File: config.mk
export PLATFORM = sky130hd
export DESIGN_NAME = pctagg_front
export DESIGN_NICKNAME = d
export VERILOG_FILES = /design/src/hw/rtl/pctagg_pkg.sv /design/src/hw/rtl/pctagg_front.sv
export SDC_FILE = /design/constraint.sdc
export NUM_CORES = 1
export LEC_CHECK = 0
export ABC_AREA = 1
export ABC_CLOCK_PERIOD_IN_PS = 7330
export BUFFER_PORTS_ARGS = -buffer_cell sky130_fd_sc_hd__buf_4
export CAP_MARGIN = 20
export CORE_ASPECT_RATIO = 0.75
export CORE_MARGIN = 2
export CORE_UTILIZATION = 25
export DETAILED_ROUTE_END_ITERATION = 16
export GPL_ROUTABILITY_DRIVEN = 0
export RECOVER_POWER = 50
export REMOVE_ABC_BUFFERS = 1
export SLEW_MARGIN = 20
export SYNTH_ARGS = -nofsm -noshare
export SYNTH_HDL_FRONTEND = slang
export SYNTH_SLANG_ARGS = --single-unit
File: constraint.sdc
create_clock -name clk_i -period 7.33 [get_ports clk_i]
set_input_delay 0.733 -clock clk_i [delete_from_list [all_inputs] [get_ports clk_i]]
set_output_delay 0.733 -clock clk_i [all_outputs]
set_load 0.02 [all_outputs]
File: src/hw/rtl/pctagg_pkg.sv
// shared types and constants of the per-cell temporal aggregator
`timescale 1ns / 1ps
package pctagg_pkg;

  // default sizes
  localparam int unsigned MaxCellsDef   = 4096;
  localparam int unsigned ValueWidthDef = 32;

  // register and field widths
  localparam int unsigned ModeW    = 3;
  localparam int unsigned CountW   = 13;
  localparam int unsigned FrameW   = 32;
  localparam int unsigned CfgIdxW  = 8;
  localparam int unsigned CfgDataW = 16;
  localparam logic [CountW-1:0] CountRst = CountW'(4096);

  // register indexes
  localparam logic [CfgIdxW-1:0] RegAggMode   = CfgIdxW'(0);
  localparam logic [CfgIdxW-1:0] RegCellCount = CfgIdxW'(1);

  // aggregation modes
  typedef enum logic [ModeW-1:0] {
    MODE_NONE = 3'd0,
    MODE_SUM  = 3'd1,
    MODE_AVG  = 3'd2,
    MODE_MIN  = 3'd3,
    MODE_MAX  = 3'd4
  } agg_mode_e;

  // operation the back end performs on one cell
  typedef enum logic [2:0] {
    OP_NONE = 3'd0,
    OP_LOAD = 3'd1,
    OP_SUM  = 3'd2,
    OP_AVG  = 3'd3,
    OP_MIN  = 3'd4,
    OP_MAX  = 3'd5
  } op_e;

  // control travelling with each queued item
  typedef struct packed {
    op_e  op;
    logic last;
  } ctrl_t;

  // back end sequencer states
  typedef enum logic [4:0] {
    S_IDLE = 5'b00001,
    S_EXEC = 5'b00010,
    S_ADD  = 5'b00100,
    S_DIV  = 5'b01000,
    S_FIN  = 5'b10000
  } bstate_e;

endpackage

File: src/hw/rtl/pctagg_front.sv
// front end: config registers, cell pointer, frame counter, item classification
`timescale 1ns / 1ps
module pctagg_front #(
  parameter int unsigned MAX_CELLS = pctagg_pkg::MaxCellsDef,
  parameter int unsigned IDX_W     = 12
) (
  input  logic                            clk_i,
  input  logic                            rst_ni,
  input  logic                            cfg_valid_i,
  input  logic [pctagg_pkg::CfgIdxW-1:0]  cfg_index_i,
  input  logic [pctagg_pkg::CfgDataW-1:0] cfg_data_i,
  input  logic                            accept_i,
  output pctagg_pkg::ctrl_t               ctrl_o,
  output logic [IDX_W-1:0]                idx_o,
  output logic [pctagg_pkg::FrameW-1:0]   frames_o
);

  localparam int unsigned CW = (IDX_W + 1 > pctagg_pkg::CountW) ? IDX_W + 1
                                                                 : pctagg_pkg::CountW;
  localparam logic [CW-1:0] MaxCnt = CW'(MAX_CELLS);

  logic [pctagg_pkg::ModeW-1:0]  mode_q;
  logic [pctagg_pkg::CountW-1:0] count_q;
  logic [IDX_W-1:0]              ptr_q, ptr_d;
  logic [pctagg_pkg::FrameW-1:0] fc_q, fc_d;
  logic [CW-1:0]                 cnt_eff, next_pos;
  logic                          last;

  // configuration writes
  always_ff @(posedge clk_i or negedge rst_ni) begin
    if (!rst_ni) begin
      mode_q  <= pctagg_pkg::ModeW'(pctagg_pkg::MODE_NONE);
      count_q <= pctagg_pkg::CountRst;
    end else if (cfg_valid_i) begin
      if (cfg_index_i == pctagg_pkg::RegAggMode) begin
        mode_q <= cfg_data_i[pctagg_pkg::ModeW-1:0];
      end else if (cfg_index_i == pctagg_pkg::RegCellCount) begin
        count_q <= cfg_data_i[pctagg_pkg::CountW-1:0];
      end
    end
  end

  // effective count and end of frame
  always_comb begin
    cnt_eff = CW'(count_q);
    if (count_q == '0) begin
      cnt_eff = CW'(1);
    end else if (cnt_eff > MaxCnt) begin
      cnt_eff = MaxCnt;
    end
    next_pos = CW'(ptr_q) + CW'(1);
    last     = (next_pos >= cnt_eff);
  end

  // classify the item
  always_comb begin
    ctrl_o.last = last;
    case (mode_q)
      pctagg_pkg::MODE_SUM: ctrl_o.op = pctagg_pkg::OP_SUM;
      pctagg_pkg::MODE_AVG: ctrl_o.op = pctagg_pkg::OP_AVG;
      pctagg_pkg::MODE_MIN: ctrl_o.op = pctagg_pkg::OP_MIN;
      pctagg_pkg::MODE_MAX: ctrl_o.op = pctagg_pkg::OP_MAX;
      default:              ctrl_o.op = pctagg_pkg::OP_NONE;
    endcase
    if (ctrl_o.op != pctagg_pkg::OP_NONE && fc_q == '0) begin
      ctrl_o.op = pctagg_pkg::OP_LOAD;
    end
  end

  assign idx_o    = ptr_q;
  assign frames_o = fc_q;

  // pointer and frame counter advance
  always_comb begin
    ptr_d = ptr_q;
    fc_d  = fc_q;
    if (accept_i) begin
      if (last) begin
        ptr_d = '0;
        if (fc_q != '1) begin
          fc_d = fc_q + 1'b1;
        end
      end else begin
        ptr_d = next_pos[IDX_W-1:0];
      end
    end
  end

  always_ff @(posedge clk_i or negedge rst_ni) begin
    if (!rst_ni) begin
      ptr_q <= '0;
      fc_q  <= '0;
    end else begin
      ptr_q <= ptr_d;
      fc_q  <= fc_d;
    end
  end

endmodule

==> out/qor.txt <==
FINISH
--------------------------------------------------------------------------------------
Nets                                                                               724
Synth-to-layout area growth                                                     22.32%
Antenna Diode Count                                                                  0
Share of the core filled with cells                                             31.60%
FF+latch area                                                             0.001503 mm²
Fraction of final layout cells with drive strength greater than 1               12.99%
Fill cell instance count of the final layout                                      1768
Area of the multi-input gates                                             0.002355 mm²

ROUTE
--------------------------------------------------------------------------------------
DRC violations left                                                                  0
Vias                                                                              4046
Post-route antenna net violation count                                               0
Routed length per placed instance                                             13.15 µm
DR iter-0 viols                                                                    288
Number of detailed-route iterations in the first pass                                5
Final routed wirelength across all metal layers                               11770 µm
Routed vias/inst                                                                 4.521

PWR
--------------------------------------------------------------------------------------
Leakage                                                                       2.448 nW
Maximum ir drop on the vdd rail                                               162.3 µV
Total power divided by cell area                                          235.4 mW/mm²

CRITICAL PATH
--------------------------------------------------------------------------------------
Largest fanout of any net on the critical path                                      35
Critical path class                                                         reg -> out
Crit path capture type                                                     output port
Data arrival time at the worst-slack endpoint                                  3.21 ns
CP Buf/Inv Count                                                                     3
Data required time of the critical path                                        6.60 ns
Nature of the critical path startpoint                                        register
Worst path cell trace                                                     ha_1 -> inv_1 -> nor4_2 -> nand2_1 -> nand2_1 -> nand2_1 -> ha_1 -> nand2_1 -> nor2_1 -> nand2_1 -> nor2_1 -> nor2_1 -> nand3_1 -> buf_4 -> buf_4
Gate family responsible for the most delay along the worst path           simple AND/OR/NAND/NOR gates
Maximum cell stage delay along the critical path                               0.49 ns
Most common cell type on the critical path                                     nand2_1
Slowest library cell on the worst path                                          nor4_2

CTS
--------------------------------------------------------------------------------------
Clock tree from TritonCTS                                                          yes
Hold-fix buffer count after cts                                                      0
CTS-repair resized insts                                                             0
Clock slew at the register clock pins of the worst setup and hold paths        0.06 ns
Inserted Clock Buffers                                                               9
Clock latency reported for the late side of the worst-skew pair                0.34 ns
Total setup buffers inserted after CTS                                               0
Number of H-tree branching levels                                                    3
CTS Buffer Depth                                                                     2
Clock sink count                                                                    60
Clock Tree Root                                                              clkbuf_16

FLOORPLAN
--------------------------------------------------------------------------------------
Floorplan Core Area                                                        0.01617 mm²
Number of rows in the core area                                                     40
Top-level I/O count                                                                 76
Width of the chip                                                             153.2 µm
Die area                                                                   0.01777 mm²
Die Ht                                                                        115.9 µm
Initial Util                                                                    25.84%

STA
--------------------------------------------------------------------------------------
Slew at the pin closest to its max-slew limit                                 3.273 ns
Unrepaired setup endpoints after global routing                                     no
Upper clock frequency limit                                                  253.7 MHz
Share of the clock period used by the worst path after layout                   53.77%
Total negative slack                                                              0 ns
Final count of hold timing violations                                                0
Count of final setup violators                                                       0
Number of slew-limit violations in the final report                                 61
Final critical path time including I/O delays and setup                       3.941 ns
Worst-case headroom to the max-slew limit                                      -118.2%
Largest clock skew in the final design                                      0.01109 ns

GLOBAL ROUTE
--------------------------------------------------------------------------------------
Congestion Overflow GR                                                               0
Global-route wire length before repair                                        19230 µm
Number of global-route vias before repair                                         3648
Antenna violations before repair                                                     0
Largest net degree at the start of global routing                                   61
Total routing usage reported by global routing                                  13.64%

SYNTH
--------------------------------------------------------------------------------------
Number of different library cells in the post-synthesis netlist                     30
Average footprint of a synthesized cell                                      6.813 µm²
Cells after Synth                                                                  613
Post-Synthesis Cell Area                                                  0.004177 mm²
Synthesis-stage register bit count                                                  60
Register area share after synthesis                                             35.98%
Total number of yosys warnings                                                       0

RUN STATUS
--------------------------------------------------------------------------------------
Violated checks                                                           capacitance limit, slew limit
Status                                                                    finished, violations left

PLACE
--------------------------------------------------------------------------------------
Port buffer count                                                                   72
Sum of net half-perimeters after detailed placement                            8731 µm

HOLD PATH
--------------------------------------------------------------------------------------
Class of the most critical hold timing path                                 reg -> reg

RUN
--------------------------------------------------------------------------------------
Total of max-cap violations                                                          1

power by group:
part	total (mW)	internal [mW]	switching [mW]
registers	0.389	0.354	0.0350
clock network	0.436	0.265	0.172
logic	0.378	0.113	0.265
state kept, by name, indices dropped and copies added, names as in the netlist:
| name | cells |
|---|---|
| count_q | 13 |
| frames_o | 32 |
| idx_o | 12 |
| mode_q | 3 |
path summary, 6_finish.rpt:
path	from	to	slack, ns	depth (start not counted)
min in group asynchronous	rst_ni	count_q[9]	1.49	1
setup / recovery	idx_o[0]	ctrl_o[0]	3.39	15
hold / removal	count_q[0]	count_q[0]	0.51	2
max in group asynchronous	rst_ni	frames_o[15]	4.00	1
hold reg to reg	count_q[0]	count_q[0]	0.51	2
setup reg to reg	idx_o[0]	frames_o[4]	3.63	17
synth_stat cells (all sizes together):
library cell / count / area share, %
o21ai: 24 / 2.9
clkinv: 1 / 0.090
dfstp: 1 / 0.63
dfrtp: 59 / 35
nand4: 38 / 5.7
ha: 16 / 4.8
nand3b: 5 / 0.90
or2: 2 / 0.30
inv: 58 / 5.2
xor2: 15 / 3.1
a21oi: 3 / 0.36
nand3: 31 / 4.2
o21bai: 1 / 0.18
nor3: 10 / 1.2
mux2: 10 / 2.7
nor4: 5 / 0.90
xnor2: 3 / 0.63
nand2: 247 / 22
buf: 13 / 2.0
nor2: 67 / 6.3
clkbuf: 4 / 0.36
layout make-up:
| cell class | instances | share of cell area (%) |
|---|---|---|
| clock inverters | 7 | 1.494 |
| repair buffers | 73 | 9.111 |
| well taps | 210 | 5.143 |
| multi-input cells | 477 | 46.09 |
| flip-flops and latches | 60 | 29.41 |
| inverters | 59 | 4.335 |
| clock buffers | 9 | 4.409 |
through the flow:
| step | std cells | setup slack [ns] | hold slack, ns | cell area [µm²] | power [mW] |
|---|---|---|---|---|---|
| finish | 895 | 3.389 | 0.5065 | 5109 | 1.203 |
| global route | 895 | 3.043 | 0.5437 | 5109 | 1.281 |
| CTS | 895 | 3.352 | 0.4967 | 5191 | 1.226 |
| detailed placement | 879 | 3.612 | 0.4998 | 4890 | 0.7811 |
| global placement | 879 | 3.670 | 0.4926 | 4890 | 0.7746 |
| floorplan | 596 | 3.550 | 0.4374 | 4079 | 0.6197 |
worst min-delay path, delay by kind of cell (launching register included):
family / cells / cell delay [ns]
flops: 1 / 0.36
simple gates: 1 / 0.05
compound gates: 1 / 0.06
metal layers:
metal	vias up	global-route usage [%]	wire, µm
met1	1824	20.06	6026
met5	-	0	0
li1	2114	-	-
met2	99	19.52	4818
met3	9	3.141	763
met4	0	4.753	161
layout by cell type (no fill, tap or decap):
master and instances:
nand3b_1 5, mux2_2 10, nor2_1 64, nor4_1 4, nand3_1 27, nand2_1 247, inv_1 57, clkinv_1 1
xnor2_1 3, clkinv_4 2, nand4_1 38, nand3_2 4, bufinv_16 1, o21bai_1 1, clkbuf_4 1, xor2_1 15
inv_2 1, o21ai_1 8, clkbuf_1 22, o21ai_0 16, dfrtp_1 59, clkbuf_16 9, nor2_2 2, nor2_4 1
inv_6 1, clkinvlp_4 2, clkinv_2 1, or2_2 2, ha_1 16, buf_4 50, nor4_2 1, nor3_1 10
a21oi_1 3, dfstp_2 1
logic make-up after synthesis:
kind of cell             count (synthesis)  synth area share [%]
buffers and inverters                   76                 7.639
AO/OA/AOI/OAI                           28                 3.415
XOR/XNOR                                18                 3.775
multiplexers                            10                 2.696
adder cells (fa/ha/maj)                 16                 4.793
flip-flops                              60                 35.98
AND/OR/NAND/NOR                        405                 41.70
No activity file was read; power rests on OpenSTA's default activity.
