--- src/hw/rtl/pctagg_fifo.sv ---
// two-entry queue between front and back end
`timescale 1ns / 1ps
module pctagg_fifo #(
  parameter int unsigned W = 8
) (
  input  logic         clk_i,
  input  logic         rst_ni,
  input  logic         push_i,
  input  logic [W-1:0] data_i,
  output logic         full_o,
  input  logic         pop_i,
  output logic         valid_o,
  output logic [W-1:0] data_o
);

  logic [W-1:0] slot_q [2];
  logic         wp_q, rp_q;
  logic [1:0]   cnt_q;

  assign full_o  = (cnt_q == 2'd2);
  assign valid_o = (cnt_q != 2'd0);
  assign data_o  = slot_q[rp_q];

  // storage
  always_ff @(posedge clk_i) begin
    if (push_i) begin
      slot_q[wp_q] <= data_i;
    end
  end

  // pointers and fill level
  always_ff @(posedge clk_i or negedge rst_ni) begin
    if (!rst_ni) begin
      wp_q  <= 1'b0;
      rp_q  <= 1'b0;
      cnt_q <= 2'd0;
    end else begin
      if (push_i) wp_q <= ~wp_q;
      if (pop_i)  rp_q <= ~rp_q;
      cnt_q <= cnt_q + {1'b0, push_i} - {1'b0, pop_i};
    end
  end

endmodule

--- config.mk ---
export PLATFORM = sky130hd
export DESIGN_NAME = pctagg_fifo
export DESIGN_NICKNAME = d
export VERILOG_FILES = /design/src/hw/rtl/pctagg_fifo.sv
export SDC_FILE = /design/constraint.sdc
export NUM_CORES = 1
export LEC_CHECK = 0
export BUFFER_PORTS_ARGS = -buffer_cell sky130_fd_sc_hd__buf_2
export CAP_MARGIN = 20
export CORE_UTILIZATION = 49
export CTS_CLUSTER_DIAMETER = 80
export DETAILED_ROUTE_END_ITERATION = 12
export GPL_TIMING_DRIVEN = 0
export PLACE_DENSITY_LB_ADDON = 0.3
export SLEW_MARGIN = 20
export SYNTH_ARGS = -nofsm -noshare
export SYNTH_HDL_FRONTEND = slang
export SYNTH_SLANG_ARGS = --single-unit
--- constraint.sdc ---
create_clock -name clk_i -period 1.3 [get_ports clk_i]
set_input_delay 0.13 -clock clk_i [delete_from_list [all_inputs] [get_ports clk_i]]
set_output_delay 0.13 -clock clk_i [all_outputs]
set_load 0.01 [all_outputs]
==> impl_metrics.yaml, run 1 <==
run_status:
  status: "finished, violations left"
  violations: "negative setup slack"
detailed_routing:
  drc_errors: 0
  via_per_inst: 4.82
  antenna_violating_nets_post_route: 0
  drt-initial-drc-count: 7
  firstDrtPassIters: 2
  routedWlPerCell_um: 12.6
  routed_wl_um: 1060
  via_count: 405
sta:
  max_freq_mhz: 720
  hold_viol: 0
  skew_ns: 0.000671
  rsz0062_at_grt: "true"
  setup-violations-final: 8
  layout_setup_ws_ns: -0.0884
  drv_slew: 0
  hold_ws_ns: 0.0184
  tightest_slew_ns: 0.398
  finalCritPeriodShare: 1.07
  slew_headroom: 0.733
  fin_crit_ns: 1.39
die:
  fp.dieArea_sq_um: 1820
  ios: 22
  core-area_sq_um: 1520
  die_w_um: 42.7
  die_h_um: 42.7
  core.rowCount: 14
  initial_core_util: 0.532
worst_setup_path:
  r2r_start: "cnt_q[0]"
  crit_path_start_kind: "flop"
  crit_top_cell: "buf_6"
  arrival_ns: 1.26
  reg2reg_depth: 5
  slowest_stage: "dfrtp_1"
  critPathMaxFanout: 9
  reg2reg_to: "cnt_q[1]"
  worstSetupEndpointType: "output pin"
  crit_type: "reg -> out"
  cp.buffers_inverters: 2
  path_cells: "buf_6, mux2_4, buf_6"
  cpPeakStageDelay_ns: 0.39
  reg2reg_slack_ns: 0.11
  critical-path-top-delay-family: "flip-flops"
  required_ns: 1.17
logic_synthesis:
  synth_top_area_frac: 0.593
  async_reset_ff_frac: 0.200
  synth_fp_nets: 54
  ys_ff_latch: 20
  yosys.area.top_type: "edfxtp_1"
  syn_area_per_cell_sq_um: 20.3
  yosysWarningCount: 0
  yosysMostFrequentCell: "edfxtp_1"
  netlist_top_cells_area: "edfxtp_1 (59%), mux2_4 (15%), dfrtp_1 (12%)"
  synth_top_flop_cell: "edfxtp_1"
  yosysSeqAreaShare: 0.716
  synth_edf_count: 16
  syn_inst: 40
  ys_types: 11
  yosys-top-cells-count: "edfxtp_1 (16), mux2_4 (8), dfrtp_1 (4)"
  syn_area_sq_um: 811
min_path:
  hold_start: "data_i[2]"
  hold_path_depth: 1
  holdPathEnd: "slot_q[0][2]"
  hold_class: "in -> reg"
global_route:
  antenna_found_initial: 0
  track_usage: 0.132
  grt_pass1_vias: 431
  grt_max_degree: 12
  grt_overflow: 0
  grt_pass1_wl_um: 1700
placed_design:
  place_congestion: 0.593
  io_buffers: 21
  place_area_sq_um: 936
  dp_hpwl_um: 749
  dp_slack_ns: -0.0460
clock_tree:
  h-tree-depth: 1
  insertion_delay_ns: 0.29
  cts_tree: "done"
  clk_path_buf_depth: 2
  clock_sinks: 20
  cts-root-buf: "clkbuf_4"
  cts_buffers: 3
  clkTransAtPathRegs_ns: 0.10
power_and_ir_drop:
  p_comb_frac: 0.430
  power.switching_mw: 0.592
  clkPwrFrac: 0.133
  ir_worst_vdd_uv: 1240
  p_per_area_nw_per_um2: 2070
  seqPwrFrac: 0.437
  switching_share: 0.276
  p_int_mw: 1.56
  leakagePower_nw: 0.458
finish:
  stdcell_area_sq_um: 1040
  area_growth_pct: 28.2
  n_antenna_cell: 0
  num-nets-final: 83
  ff_latch_area_sq_um: 581
  fillCellCount: 102
  drive_gt1_frac: 0.544
  multi_input_area_sq_um: 214
flow_run:
  max_cap_violations: 0
## per-layer routing
layer	up-vias	track usage	wire (um)
li1	202	-	-
met5	-	0	0
met1	188	0.131	414
met2	13	0.239	599
met3	2	0.0383	34
met4	0	0.0750	11
## power by group through the flow
stage	Combinational [mW]	Clock, mW	Sequential [mW]
5_1_grt	0.986	0.320	0.954
3_3_place_gp	0.735	0	0.944
6_report	0.923	0.287	0.939
3_5_place_dp	0.748	0	0.956
4_1_cts	0.916	0.293	0.943
2_1_floorplan	0.548	0	0.936
## cell usage in the layout, fill, tap and decap left out
master          n
clkinv_1        1
buf_2          13
buf_6           9
dfrtp_1         4
dlygate4sd3_1   1
nor2b_2         1
ha_1            2
or2_2           1
mux2_4          8
xor2_1          2
edfxtp_1       16
nor2b_1         1
buf_4           2
and2_1          1
xor3_1          1
clkbuf_4        3
inv_1           2
## flip-flops by register name, summed over array words and instances (netlist names)
| name | flops |
|---|---|
| wp_q | 1 |
| rp_q | 1 |
| slot_q | 16 |
| cnt_q | 2 |
## logic make-up after synthesis
logic type    count (synthesis)  share of synthesized area
flops                        20                      0.716
mux                           8                      0.148
fa+ha+maj                     2                     0.0309
xor+xnor                      3                     0.0509
buf+inv                       3                     0.0232
simple gates                  4                     0.0309
## worst reg2reg max path, stage by stage, from the launching register on
cell and delay [ns]:
dfrtp_1 0.37, inv_1 0.05, ha_1 0.26, inv_1 0.05
ha_1 0.14, xor3_1 0.21
## timing repair
action                                  CTS  global route
endpoints found under the setup margin   16             9
endpoints found under the hold margin     4             0
hold buffers                              1             0
resized for setup                         9             0
gates cloned                              0             0
setup buffers                             1             1
## layout make-up
class | instances | share of cell area
Buffer | 1 | 0.0108
Sequential cell | 20 | 0.558
Timing Repair Buffer | 24 | 0.173
Inverter | 2 | 0.00722
Clock buffer | 3 | 0.0217
Tap cell | 16 | 0.0193
Clock inverter | 1 | 0.00361
Multi-Input combinational cell | 17 | 0.206
## stage by stage
step | utilization | setup TNS [ns] | instances | power [mW]
finish | 0.682 | -0.685 | 84 | 2.15
global placement | 0.614 | -0.390 | 77 | 1.68
floorplan | - | 0 | 40 | 1.48
CTS | 0.677 | -0.781 | 83 | 2.15
global route | 0.682 | -0.999 | 84 | 2.26
detailed placement | 0.614 | -0.367 | 77 | 1.70
## worst max path at each step
stage / end / from / cells past startpoint / slack [ns]
after global placement: slot_q[0][1] / wp_q / 1 / -0.05
final: data_o[3] / rp_q / 3 / -0.09
after global routing: data_o[7] / rp_q / 3 / -0.13
after CTS: data_o[5] / rp_q / 3 / -0.10
after floorplan: slot_q[0][0] / wp_q / 1 / 0.14
after detailed placement: slot_q[0][1] / wp_q / 1 / -0.05
(Power assumes the default switching activity.)
==> inputs of run 2 (changes only) <==
--- a/config.mk
+++ b/config.mk
@@ -11,7 +11,7 @@
 export CTS_CLUSTER_DIAMETER = 80
 export DETAILED_ROUTE_END_ITERATION = 12
 export GPL_TIMING_DRIVEN = 0
-export PLACE_DENSITY_LB_ADDON = 0.3
+export PLACE_DENSITY = 0.73
 export SLEW_MARGIN = 20
 export SYNTH_ARGS = -nofsm -noshare
 export SYNTH_HDL_FRONTEND = slang
==> run 2 against run 1 <==
The flow still finishes with violations (negative setup slack). First-iteration DRC count down 29%. Via count up 4.0%. Global-route usage up 2.8 points. Fmax down 0.78%. Register-to-register slack worse by 0.03 ns. Hold slack better by 0.0012 ns. Clock power up 21%. Clock-buffer cell count up 1. Cell area up 2.5%. Sequential power up 2%. Critical path type unchanged.
==> impl_metrics.yaml, run 2 (synthesis results as in run 1) <==
global_route:
  track_usage: 0.160
  grt_pass1_wl_um: 1990
  antenna_found_initial: 0
  grt_max_degree: 12
  grt_pass1_vias: 483
  grt_overflow: 0
worst_setup_path:
  reg2reg_slack_ns: 0.08
  crit_top_cell: "buf_6"
  cpPeakStageDelay_ns: 0.39
  path_cells: "buf_6, mux2_4, buf_6"
  cp.buffers_inverters: 2
  crit_type: "reg -> out"
  arrival_ns: 1.27
  critical-path-top-delay-family: "flip-flops"
  critPathMaxFanout: 9
  worstSetupEndpointType: "output pin"
  required_ns: 1.17
  slowest_stage: "dfrtp_1"
  crit_path_start_kind: "flop"
power_and_ir_drop:
  ir_worst_vdd_uv: 1050
  power_mw: 2.28
  p_per_area_nw_per_um2: 2140
  leakagePower_nw: 0.459
finish:
  num-nets-final: 82
  largest_reg_flops: 16
  fillCellCount: 103
  multi_input_area_sq_um: 231
  top_register: "slot_q"
  ff_latch_area_sq_um: 581
  n_antenna_cell: 0
  final_cell_mix: "edfxtp_1 (16), buf_2 (12), buf_6 (10)"
  area_growth_pct: 31.5
  drive_gt1_frac: 0.612
  final_common_cell: "edfxtp_1"
  largestRegisters: "slot_q x16, cnt_q x2"
detailed_routing:
  via_count: 421
  firstDrtPassIters: 2
  drc_errors: 0
  routed_wl_um: 1230
  routedWlPerCell_um: 14.8
  via_per_inst: 5.07
  antenna_violating_nets_post_route: 0
  drt-initial-drc-count: 5
clock_tree:
  cts_buffers: 3
  cts-root-buf: "clkbuf_4"
  clock_sinks: 20
  clkTransAtPathRegs_ns: 0.11
  clk_path_buf_depth: 2
  h-tree-depth: 1
  insertion_delay_ns: 0.29
  cts_tree: "done"
run_status:
  violations: "negative setup slack"
  status: "finished, violations left"
die:
  initial_core_util: 0.532
  die_w_um: 42.7
  die_h_um: 42.7
  core-area_sq_um: 1520
  core.rowCount: 14
  ios: 22
  fp.dieArea_sq_um: 1820
sta:
  hold_viol: 0
  setup-violations-final: 8
  max_freq_mhz: 715
  tightest_slew_ns: 0.436
  layout_setup_ws_ns: -0.0994
  rsz0062_at_grt: "true"
  slew_headroom: 0.708
  hold_ws_ns: 0.0197
  finalCritPeriodShare: 1.08
  fin_crit_ns: 1.40
  drv_slew: 0
  skew_ns: 0.00285
placed_design:
  place_congestion: 0.661
  io_buffers: 21
  dp_hpwl_um: 822
min_path:
  hold_class: "in -> reg"
flow_run:
  max_cap_violations: 0
-- run 2: area by class of cell --
class                           instances  area share
Clock buffer                            4      0.0340
Timing Repair Buffer                   23       0.168
Multi-Input combinational cell         17       0.217
Sequential cell                        20       0.545
Buffer                                  1      0.0106
Tap cell                               16      0.0188
Inverter                                2     0.00704
-- run 2: path summary, 6_finish.rpt --
kind                       cells after the start       from      endpoint
max reg2reg                                    5   cnt_q[0]      cnt_q[1]
min in group asynchronous                      2     rst_ni          wp_q
min                                            1  data_i[4]  slot_q[1][4]
min reg2reg                                    1       wp_q          wp_q
max                                            3       rp_q     data_o[3]
max in group asynchronous                      2     rst_ni          rp_q
-- run 2: metrics by stage --
stage / util / setup WS (ns) / instances / TNS (ns) / cell area (sq um)
after CTS: 0.684 / -0.114 / 83 / -0.877 / 1040
after detailed placement: 0.614 / -0.0640 / 77 / -0.510 / 936
final: 0.700 / -0.0994 / 83 / -0.749 / 1070
after global routing: 0.700 / -0.142 / 83 / -1.09 / 1070
after floorplan: - / 0.138 / 40 / 0 / 811
after global placement: 0.614 / -0.0188 / 77 / -0.149 / 936
-- run 2: report_power, final --
group	switching (mW)	internal, mW
clock	0.178	0.171
combinational	0.380	0.603
sequential	0.0817	0.872
-- run 2: what timing repair did --
item | 4_1_cts | 5_1_grt
hold buffers | 1 | 0
endpoints found under the setup margin | 16 | 10
setup buffers | 1 | 0
pin swaps | 0 | 1
resized for setup | 9 | 6
endpoints found under the hold margin | 4 | 0
-- run 2: metal layers --
layer | routed length, um | part of all wire | track usage | vias to the layer above
met4 | 6 | 0.0049 | 0.0750 | 0
met2 | 752 | 0.61 | 0.300 | 13
met3 | 35 | 0.028 | 0.0383 | 2
met5 | 0 | 0 | 0 | -
met1 | 436 | 0.35 | 0.163 | 204
li1 | - | - | - | 202
==> inputs of run 3 (changes only) <==
--- a/config.mk
+++ b/config.mk
@@ -5,6 +5,7 @@
 export SDC_FILE = /design/constraint.sdc
 export NUM_CORES = 1
 export LEC_CHECK = 0
+export ABC_AREA = 1
 export BUFFER_PORTS_ARGS = -buffer_cell sky130_fd_sc_hd__buf_2
 export CAP_MARGIN = 20
 export CORE_UTILIZATION = 49
==> run 3 against run 2 <==
The flow still finishes with violations (negative setup slack). Critical path depth grew 2. Cell count is 39% higher. Clock skew is 0.0013 ns lower. Routed wire length rose by 8.9%. Fmax grew 5.0%. Sequential power shrank 1%. Synthesized cell count up 68%. Non-clock buffer count up 6. Register-to-register slack gained 0.06 ns. Core utilization is 2.2 points higher. Via count rose by 26%. Power rose by 7.5%. Critical endpoint unchanged. Largest cell class unchanged. Highest routed layer unchanged.
==> impl_metrics.yaml, run 3 <==
worst_setup_path:
  reg2reg_depth: 7
  cp-endpoint: "data_o[3]"
  critPathLaunch: "rp_q"
  worstSetupEndpointType: "output pin"
  cpPeakStageDelay_ns: 0.39
  critPathMaxFanout: 8
  r2r_start: "cnt_q[0]"
  required_ns: 1.17
  path_cells: "buf_6, buf_16, nand2_1, o21ai_0, buf_2"
  slowest_stage: "dfrtp_1"
  reg2reg_slack_ns: 0.14
  arrival_ns: 1.20
  crit_path_start_kind: "flop"
  crit_type: "reg -> out"
  reg2reg_to: "cnt_q[1]"
logic_synthesis:
  async_reset_ff_frac: 0.200
  yosysMostFrequentCell: "edfxtp_1"
  synthAdderAreaFrac: 0.0301
  ys_types: 12
  syn_inst: 67
  synth_compound_area_frac: 0.0617
  synth_top_area_frac: 0.578
  synth.area.mux_share: 0
  yosysWarningCount: 0
  syn_area_sq_um: 831
  synth_top_flop_cell: "edfxtp_1"
  synth_top_family_by_area: "buffers and inverters"
  yosys-top-cells-count: "edfxtp_1 (16), inv_1 (15), nand2_1 (15), o21ai_0 (5), dfrtp_1 (4)"
  synth_edf_count: 16
  syn_area_per_cell_sq_um: 12.4
  ys_ff_latch: 20
  synth_fp_nets: 81
  synthXorXnorAreaFrac: 0.0211
  netlist_top_cells_area: "edfxtp_1 (58%), dfrtp_1 (12%), inv_1 (6.8%)"
  yosysSeqAreaShare: 0.699
  yosys.area.top_type: "edfxtp_1"
  synth_simple_gate_area_share: 0.0828
clock_tree:
  clk_path_buf_depth: 2
  clock_sinks: 20
  h-tree-depth: 1
  insertion_delay_ns: 0.29
  cts-root-buf: "clkbuf_4"
  cts_tree: "done"
  cts_buffers: 3
  clkTransAtPathRegs_ns: 0.11
power_and_ir_drop:
  power.switching_mw: 0.772
  p_per_area_nw_per_um2: 2210
  switching_share: 0.314
  ir_worst_vdd_uv: 1350
  p_comb_frac: 0.415
  clkPwrFrac: 0.202
  seqPwrFrac: 0.383
  leakagePower_nw: 0.535
  p_int_mw: 1.68
  power_mw: 2.46
detailed_routing:
  firstDrtPassIters: 3
  routed_wl_um: 1340
  via_count: 530
  via_per_inst: 4.61
  antenna_violating_nets_post_route: 0
  drt-initial-drc-count: 14
  drc_errors: 0
  routedWlPerCell_um: 11.7
placed_design:
  io_buffers: 21
  place_area_sq_um: 956
  dp_hpwl_um: 887
  dp_slack_ns: -0.0319
  place_congestion: 0.691
sta:
  skew_ns: 0.00154
  drv_slew: 0
  rsz0062_at_grt: "true"
  finalCritPeriodShare: 1.03
  fin_crit_ns: 1.33
  slew_headroom: 0.727
  max_freq_mhz: 750
  tightest_slew_ns: 0.409
  hold_viol: 0
  setup-violations-final: 8
  layout_setup_ws_ns: -0.0332
finish:
  largestRegisters: "slot_q x16, cnt_q x2"
  fin_util: 0.722
  stdcell_area_sq_um: 1110
  num-nets-final: 114
  final_cell_mix: "buf_2 (21), edfxtp_1 (16), inv_1 (15)"
  area_growth_pct: 33.9
  top_register: "slot_q"
  drive_gt1_frac: 0.394
  largest_reg_flops: 16
  n_antenna_cell: 0
  final_common_cell: "buf_2"
global_route:
  grt_max_degree: 13
  track_usage: 0.150
  grt_pass1_wl_um: 1850
  grt_overflow: 0
  antenna_found_initial: 0
  grt_pass1_vias: 440
die:
  core-area_sq_um: 1540
  initial_core_util: 0.539
  core.rowCount: 14
  die_h_um: 43.2
  ios: 22
  die_w_um: 43.2
  fp.dieArea_sq_um: 1860
run_status:
  violations: "negative setup slack"
  status: "finished, violations left"
min_path:
  hold_class: "in -> reg"
flow_run:
  max_cap_violations: 0
==> run 3: changes by cell type after synthesis, sizes merged <==
cell / before / now
nand2: 0 / 15
inv: 2 / 15
mux2: 8 / 0
o21ai: 0 / 8
nor2: 0 / 2
nor2b: 2 / 0
and2: 1 / 0
buf: 1 / 2
nand3: 0 / 1
or2: 1 / 0
xor3: 1 / 0
==> run 3: how the worst min path moves through the flow <==
stage                   start            to  slack, ns  cells after the start
global route        data_i[5]  slot_q[0][5]    0.00007                      1
CTS                 data_i[3]  slot_q[0][3]      0.004                      1
finish              data_i[7]  slot_q[0][7]       0.02                      1
floorplan              rst_ni      cnt_q[0]      -0.17                      0
global placement       rst_ni      cnt_q[1]      -0.06                      1
detailed placement     rst_ni          rp_q      -0.06                      1
==> run 3: cell families after synthesis <==
logic type,Yosys count
fa+ha+maj,2
buf+inv,17
flops,20
simple gates,18
xor+xnor,2
compound gates,8
==> run 3: cell type report <==
class                           count  area, sq um
Tap cell                           16         20.0
Fill cell                         112          429
Timing Repair Buffer               28          185
Clock inverter                      1         30.0
Buffer                              2         31.3
Clock buffer                        3         22.5
Inverter                           15         56.3
Multi-Input combinational cell     30          186
Sequential cell                    20          581
==> run 3: timing repair <==
action / 4_1_cts / 5_1_grt
hold buffers: 1 / 2
pin swaps: 4 / 0
resized for setup: 9 / 3
buffers inserted: 3 / 0
cloned: 1 / 0
hold endpoints to repair: 4 / 4
endpoints found under the setup margin: 16 / 8
==> run 3: through the flow <==
| step | hold slack [ns] | instances | setup TNS [ns] |
|---|---|---|---|
| finish | 0.0165 | 115 | -0.202 |
| global route | 0.0000729 | 115 | -0.555 |
| floorplan | -0.166 | 67 | 0 |
| CTS | 0.00403 | 113 | -0.305 |
| detailed placement | -0.0611 | 104 | -0.253 |
| global placement | -0.0582 | 104 | -0.266 |
==> run 3: power by group through the flow <==
stage | Combinational [mW] | Sequential (mW) | Clock, mW
2_1_floorplan | 0.543 | 0.928 | 0
3_3_place_gp | 0.765 | 0.935 | 0
3_5_place_dp | 0.797 | 0.944 | 0
4_1_cts | 1.00 | 0.937 | 0.506
5_1_grt | 1.13 | 0.954 | 0.527
6_report | 1.02 | 0.940 | 0.497
==> run 3: per-layer routing <==
metal	wire [um]	up-vias	part of all wire	GRT usage
met5	0	-	0	0
met4	14	0	0.010	0.109
met3	33	2	0.025	0.0255
met2	755	12	0.56	0.260
met1	536	237	0.40	0.159
li1	-	279	-	-
==> run 3: worst max-delay path: cells and delay by family (launching register included) <==
family                 cells  cell delay, ns
buffers and inverters      3            0.41
DFF                        1            0.39
and+or+nand+nor            1            0.05
AOI/OAI and AO/OA          1            0.06
